### config.mk
export PLATFORM = sky130hd
export DESIGN_NAME = esmd_div
export DESIGN_NICKNAME = d
export VERILOG_FILES = /design/src/hw/rtl/equal_spaced_multitap_delay_assert.svh /design/src/hw/rtl/esmd_pkg.sv /design/src/hw/rtl/esmd_div.sv
export SDC_FILE = /design/constraint.sdc
export NUM_CORES = 1
export LEC_CHECK = 0
export BUFFER_PORTS_ARGS = -buffer_cell sky130_fd_sc_hd__buf_2
export CAP_MARGIN = 20
export CELL_PAD_IN_SITES_DETAIL_PLACEMENT = 2
export CELL_PAD_IN_SITES_GLOBAL_PLACEMENT = 2
export CORE_ASPECT_RATIO = 0.6
export CORE_MARGIN = 1.5
export CORE_UTILIZATION = 34
export CTS_CLUSTER_SIZE = 25
export DETAILED_ROUTE_END_ITERATION = 7
export GPL_TIMING_DRIVEN = 0
export PLACE_DENSITY = 0.91
export SYNTH_ARGS = -nofsm -noshare
export SYNTH_HDL_FRONTEND = slang
export SYNTH_SLANG_ARGS = --single-unit
### constraint.sdc
create_clock -name aclk -period 3.3 [get_ports aclk]
set_input_delay 0.33 -clock aclk [delete_from_list [all_inputs] [get_ports aclk]]
set_output_delay 0.33 -clock aclk [all_outputs]
set_load 0.02 [all_outputs]
### src/hw/rtl/equal_spaced_multitap_delay_assert.svh
// Assertion macros used by the multi-tap delay RTL.
`ifndef EQUAL_SPACED_MULTITAP_DELAY_ASSERT_SVH
`define EQUAL_SPACED_MULTITAP_DELAY_ASSERT_SVH

// Same-cycle implication, checked out of reset.
`define ESMD_ASSERT_IMP(lbl, clk, rstn, ante, cons, msg) \
    lbl: assert property (@(posedge clk) disable iff (!(rstn)) (ante) |-> (cons)) \
        else $error(msg);

// Next-cycle implication, checked out of reset.
`define ESMD_ASSERT_NXT(lbl, clk, rstn, ante, cons, msg) \
    lbl: assert property (@(posedge clk) disable iff (!(rstn)) (ante) |=> (cons)) \
        else $error(msg);

`endif

### src/hw/rtl/esmd_pkg.sv
// Shared widths, register indexes and types of the multi-tap delay.
package esmd_pkg;

    localparam int SPAN_W    = 12;          // span register width
    localparam int TAPC_W    = 5;           // tap count register width
    localparam int DIV_W     = TAPC_W + 1;  // divisor width, holds twice the copy count
    localparam int CFG_W     = 12;          // widest register
    localparam int CFG_IDX_W = 2;

    typedef enum logic [CFG_IDX_W-1:0] {
        REG_SPAN   = 2'd0,
        REG_TAPS   = 2'd1,
        REG_INVERT = 2'd2
    } esmd_reg_idx_t;

    // Divider status seen by the controller.
    typedef struct packed {
        logic busy;
        logic done;
    } esmd_div_stat_t;

    // Running tap offset: quotient and remainder of (2*span*i + c) / (2*c).
    typedef struct packed {
        logic [SPAN_W-1:0] off;
        logic [DIV_W-1:0]  rem;
    } esmd_off_t;

endpackage

### src/hw/rtl/esmd_div.sv
// Radix-4 restoring divider with a narrow divisor, two quotient bits per cycle.
module esmd_div
    import esmd_pkg::*;
#(
    parameter int DIVIDEND_W = 30
) (
    input  logic                  aclk,
    input  logic                  aresetn,
    input  logic                  start,
    input  logic [DIVIDEND_W-1:0] dividend,
    input  logic [DIV_W-1:0]      divisor,
    output esmd_div_stat_t        stat,
    output logic [DIVIDEND_W-1:0] quotient,
    output logic [DIV_W-1:0]      remainder
);

    localparam int STEPS = DIVIDEND_W / 2;
    localparam int CNT_W = $clog2(STEPS + 1);

    logic [DIVIDEND_W-1:0] acc_reg, acc_next;
    logic [DIV_W-1:0]      rem_reg, rem_next;
    logic [DIV_W-1:0]      dvs_reg;
    logic [CNT_W-1:0]      cnt_reg, cnt_next;
    logic                  busy_reg, busy_next;
    logic                  done_reg, done_next;

    logic [DIV_W+1:0] part;
    logic [DIV_W+1:0] d1, d2, d3;
    logic [DIV_W+1:0] diff;
    logic [1:0]       digit;

    always_comb begin
        d1   = {2'b00, dvs_reg};
        d2   = {1'b0, dvs_reg, 1'b0};
        d3   = d1 + d2;
        part = {rem_reg, acc_reg[DIVIDEND_W-1 -: 2]};
        if (part >= d3) begin
            digit = 2'd3;
            diff  = part - d3;
        end else if (part >= d2) begin
            digit = 2'd2;
            diff  = part - d2;
        end else if (part >= d1) begin
            digit = 2'd1;
            diff  = part - d1;
        end else begin
            digit = 2'd0;
            diff  = part;
        end
    end

    always_comb begin
        acc_next  = acc_reg;
        rem_next  = rem_reg;
        cnt_next  = cnt_reg;
        busy_next = busy_reg;
        done_next = 1'b0;
        if (start) begin
            acc_next  = dividend;
            rem_next  = '0;
            cnt_next  = CNT_W'(STEPS);
            busy_next = 1'b1;
        end else if (busy_reg) begin
            acc_next = {acc_reg[DIVIDEND_W-3:0], digit};
            rem_next = diff[DIV_W-1:0];
            cnt_next = cnt_reg - CNT_W'(1);
            if (cnt_reg == CNT_W'(1)) begin
                busy_next = 1'b0;
                done_next = 1'b1;
            end
        end
    end

    always_ff @(posedge aclk) begin
        if (!aresetn) begin
            cnt_reg  <= '0;
            busy_reg <= 1'b0;
            done_reg <= 1'b0;
        end else begin
            cnt_reg  <= cnt_next;
            busy_reg <= busy_next;
            done_reg <= done_next;
        end
    end

    always_ff @(posedge aclk) begin
        acc_reg <= acc_next;
        rem_reg <= rem_next;
        if (start) begin
            dvs_reg <= divisor;
        end
    end

    assign stat      = '{busy: busy_reg, done: done_reg};
    assign quotient  = acc_reg;
    assign remainder = rem_reg;

endmodule

Word-level counts from Yosys, hierarchy flattened
Index checks and enable logic that the tools add are counted.
Widths: inputs -> output; s select.
Word-level totals
  logic and storage cells: 33
  bits in registers: 48
  output and inout port bits: 38
  input port bits: 39
Operators by class
  eq/ne operators: 1
  add/sub/neg operators: 5
  muxes and demuxes: 14
  bitwise gates (word level): 2
  order comparisons: 3
  reduce and logical (&&, ||, !) cells: 2
Operator list (count)
  $mux 30: 2
  $mux 6: 3
  $sub 6x6->6: 3
  $add 6x7->8: 1
  $ge 8x6->1: 1
  $ge 8x7->1: 1
  $ge 8x8->1: 1
  $mux 4: 2
  $mux 1: 5
  $eq 4x1->1 const B: 1
  $mux 2: 2
  $sub 4x1->4 const B: 1
  $reduce_or 3->1: 1
  $not 1->1: 2
  $reduce_bool 2->1: 1

Depth between registers and ports, before layout
  word-level depth: 6
  depth in mapped cells: 13
  gate-level depth less buffers: 13

Worst setup path after synthesis
No wires, ideal clock.
  path type: register to register
  start point: register dvs_reg[1]
  end point: register acc_reg[0], in the netlist quotient[0] (data pin)
  stages on the path, launching flop included: 12
  path slack: 0.257 ns
  setup time: 0.260 ns
  required time: 3.040 ns
  buffers on the path: 0
  arrival: 2.783 ns
  clock period less this slack: 3.043 ns
  path through: edfxtp_1 > ha_1 > fa_1 > a21o_1 > a21o_1 > xor2_1 > ha_1 > o2111ai_1 > a21oi_1 > a211oi_2 > nand2_1 > mux2_2
Between the ends
  word-level cells in the longest chain between the ends: 6
  elaborated cells on any way between the ends: 9
  classes of those cells: add/sub (1); order compare (3); mux (5)
RTL lines
  start: declaration: line esmd_div.sv:22  | logic [DIV_W-1:0] dvs_reg;
  start signal: assignment: line esmd_div.sv:90  | dvs_reg <= divisor;
  branches (longest 3 deep; another with $add 6x7->8)
  $mux 2 (*): line esmd_div.sv:37  | if (part >= d3) begin
  $mux 30 (*): line esmd_div.sv:63  | end else if (busy_reg) begin
  $mux 30 (*): line esmd_div.sv:58  | if (start) begin
  named net acc_next[0]: line esmd_div.sv:20  | logic [DIVIDEND_W-1:0] acc_reg, acc_next;
  end signal: assignment: line esmd_div.sv:87  | acc_reg <= acc_next;
  end: declaration: line esmd_div.sv:20
Mark *: on every way through the listed nets, which the timed path passes. The select of a mux whose other input is x is not followed.
A chain may end at the register's enable or synchronous reset.

Worst setup path after layout
  start point: register dvs_reg[1]
  end point: register rem_reg[5], in the netlist remainder[5]
Between the ends
  word-level cells in the longest chain between the ends: 4
  elaborated cells on any way between the ends: 10
  classes of those cells: add/sub (4); order compare (3); mux (3)
RTL lines
  branches (longest 3 deep; another with $add 6x7->8)
  $mux 6 (*): line esmd_div.sv:37
  end signal: assignment: line esmd_div.sv:88  | rem_reg <= rem_next;
  end: declaration: line esmd_div.sv:21  | logic [DIV_W-1:0] rem_reg, rem_next;
Mark *: on every way between the ends.

==> flow_summary.yaml <==
route:
  drtPass1Iterations: 4
  routed_wl_um: 10700
  route.detailed.drc: 0
  via_per_inst: 5.44
  wl_per_cell_um: 22.2
  final_antenna_net_count: 0
  via_count: 2632
  drt_iter0_drc: 95
finish:
  layout-area-overhead-vs-synth_pct: 24.9
  nFillCells: 925
  n_antenna_cell: 0
  final_core_util: 0.450
  fin_cells: 484
  drive_gt1_frac: 0.398
  largest_register_ffs: 30
  fin_nets: 441
  final_area_sq_um: 3940
critical_path:
  cp-startpoint: "dvs_reg[1]"
  cp_cell_sequence: "buf_6, ha_4, a21o_1, a21oi_2, nor2b_1, nor2_1, o21bai_1, xnor2_1, ha_1, a21o_1, a211o_4, buf_4, a221oi_2, o31a_1"
  critPathKind: "flip-flop to flip-flop"
  reg2reg_slack_ns: 0.11
  crit_top_cell: "a21o_1"
  reg2regPathDepth: 14
  cp-end-kind: "flip-flop"
  r2r-end: "remainder[5]"
  cpMaxStageDelayCell: "edfxtp_1"
  r2r-start: "dvs_reg[1]"
  critPathRequiredTime_ns: 3.54
  arrival_ns: 3.43
  crit_path_max_fanout: 7
  crit_path_start_kind: "flip-flop"
  critPathMaxStageDelay_ns: 0.44
  cp-endpoint: "remainder[5]"
global_route:
  met1_usage: 0.281
  top_usage_layer: "met2"
  grt_pass1_wl_um: 16400
  first_global_vias: 2938
  grt.met2_usage: 0.391
  grt_antenna_before_repair: 0
  grt_util_all_layers: 0.223
  use_met3: 0.0497
  overflow: 0
  grt_max_degree: 31
synth:
  postSynthAreaPerCell_sq_um: 11.3
  netlist.area_leader.share: 0.343
  synth.distinct_cells: 56
  ys_ff_latch: 48
  yosysWarnings: 0
  synth_nets: 350
  synthCells: 280
  ys.flop_type: "edfxtp_1"
  synth_area_sq_um: 3150
  synthTopCellsByArea: "edfxtp_1 (34%), ha_1 (11%), mux2_2 (10%), dfxtp_1 (7.6%), fa_1 (2.5%)"
  synth-seq-area-share: 0.419
  yosys.area.top_type: "edfxtp_1"
  synthArstFlopShare: 0
  synth_edf_count: 36
sta:
  setup_ws_ns: 0.107
  finalSetupViolCount: 0
  min_period_ns: 3.19
  worstMarginPinSlew_ns: 0.806
  hold_violations: 0
  drv_slew: 0
  relSlewSlack: 0.463
  rsz0062_at_grt: "true"
  whs_ns: 0.211
  fin_skew_ns: 0.00462
  fin_setup_tns_ns: 0
  finalCritPeriodShare: 0.968
  fmax_mhz: 313
floorplanning:
  die_height_um: 77.6
  rows: 26
  die_w_um: 127
  initial_core_util: 0.360
  die_area_sq_um: 9880
  io_pins: 77
  coreArea_sq_um: 8750
clock_network:
  cts_buffer_depth: 2
  root_buffer: "clkbuf_16"
  path_clk_slew_ns: 0.06
  cts_tree: "built"
  clock_latency_ns: 0.30
  cts_inserted_buffers: 5
  clkSinkCount: 48
  ctsHtreeMaxLevel: 2
power:
  powerDensity_nw_per_um2: 601
  total_leakage_power_nw: 1.71
  max-vdd-ir-drop_uv: 240
  p_total_mw: 2.37
min_path:
  min_delay_path_depth: 1
  min_path_type: "input pin to flip-flop"
run:
  maxCapViolations: 0
placement:
  dp_hpwl_um: 8290
  place_area_sq_um: 3670
  dp.cells: 468
  dp_slack_ns: -0.395
  place.gp.congestion: 0.946
  place.port_buffers: 76
outcome:
  outcome: "finished, final reports clean"
## metal layers
layer  wire length [um]  vias up
li1                   -     1228
met4                163        0
met1               4920     1326
met5                  0        -
met2               5280       61
met3                370       17
## what timing repair did
action | in CTS | in global routing
endpoints found under the setup margin | 7 | 8
pin swaps | 2 | 14
endpoints found under the hold margin | 0 | 0
buffers inserted | 5 | 3
resized for setup | 3 | 8
hold buffers | 0 | 0
## placed cells by master, fill, tap and decap left out, types with 3 or more instances in the layout
cell type	Yosys	layout
buf_2	1	77
edfxtp_1	36	36
mux2_2	29	29
ha_1	27	24
inv_1	21	21
nor2_1	15	15
dfxtp_1	12	12
nand2_1	11	11
buf_4	2	9
xor2_1	8	8
a21oi_1	11	8
o21a_1	8	8
clkbuf_1	5	6
a21o_1	6	6
o21ai_0	6	6
or2_2	5	5
xnor2_1	5	5
clkbuf_16	0	5
a21oi_2	1	4
nor2b_1	4	4
a211oi_1	4	4
o211ai_1	4	4
nor3_1	5	4
fa_1	4	4
buf_1	3	3
nand2b_1	3	3
nand3_1	3	3
## worst min path at each step
stage | startpoint | end | slack [ns]
finish | divisor[1] | dvs_reg[1] | 0.21
global route | divisor[1] | dvs_reg[1] | 0.20
CTS | divisor[1] | dvs_reg[1] | 0.20
detailed placement | divisor[1] | dvs_reg[1] | 0.51
global placement | divisor[3] | dvs_reg[3] | 0.51
floorplan | divisor[0] | dvs_reg[0] | 0.43
## synthesized netlist by cell type (3+ instances only)
master / count
edfxtp_1: 36
mux2_2: 29
ha_1: 27
inv_1: 21
nor2_1: 15
dfxtp_1: 12
a21oi_1: 11
nand2_1: 11
o21a_1: 8
xor2_1: 8
a21o_1: 6
o21ai_0: 6
clkbuf_1: 5
nor3_1: 5
or2_2: 5
xnor2_1: 5
a211oi_1: 4
fa_1: 4
nor2b_1: 4
o211ai_1: 4
a211o_1: 3
a211oi_2: 3
buf_1: 3
nand2b_1: 3
nand3_1: 3
## cells by family (layout without fill, tap and decap cells)
| logic type | Yosys count | in the layout | synth area share |
|---|---|---|---|
| AO/OA/AOI/OAI | 69 | 69 | 0.171 |
| XOR/XNOR | 13 | 13 | 0.0361 |
| adder cells (fa/ha/maj) | 31 | 31 | 0.132 |
| buffers and inverters | 32 | 124 | 0.0409 |
| flip-flops | 48 | 48 | 0.419 |
| multiplexers | 29 | 29 | 0.104 |
| AND/OR/NAND/NOR | 58 | 58 | 0.0976 |
## power breakdown
group          total, mW  leakage (nW)  switching (mW)  internal, mW
Combinational       1.02          1.18           0.603         0.420
Clock              0.531        0.0701           0.229         0.302
Sequential         0.811         0.460          0.0765         0.735
## area by class of cell
cell class                 instances  area (sq um)  share of cell area
buffer                            11          50.0              0.0127
clock buffer                       7           143              0.0362
clock inverter                     1          7.51             0.00191
inverter                          21          78.8              0.0200
multi-input combinational        200          1750               0.445
sequential                        48          1320               0.335
tap                              112           140              0.0356
timing repair buffer              84           444               0.113
## critical path: cells and delay by family (launching register included)
| kind | cells | cell delay [ns] |
|---|---|---|
| AOI/OAI and AO/OA | 7 | 1.49 |
| xor gates and xnor gates | 1 | 0.22 |
| adders and majority gates | 2 | 0.50 |
| buffers and inverters | 2 | 0.32 |
| DFF | 1 | 0.44 |
| and+or+nand+nor | 2 | 0.18 |
Note: power is estimated with default switching activity, not from simulation.
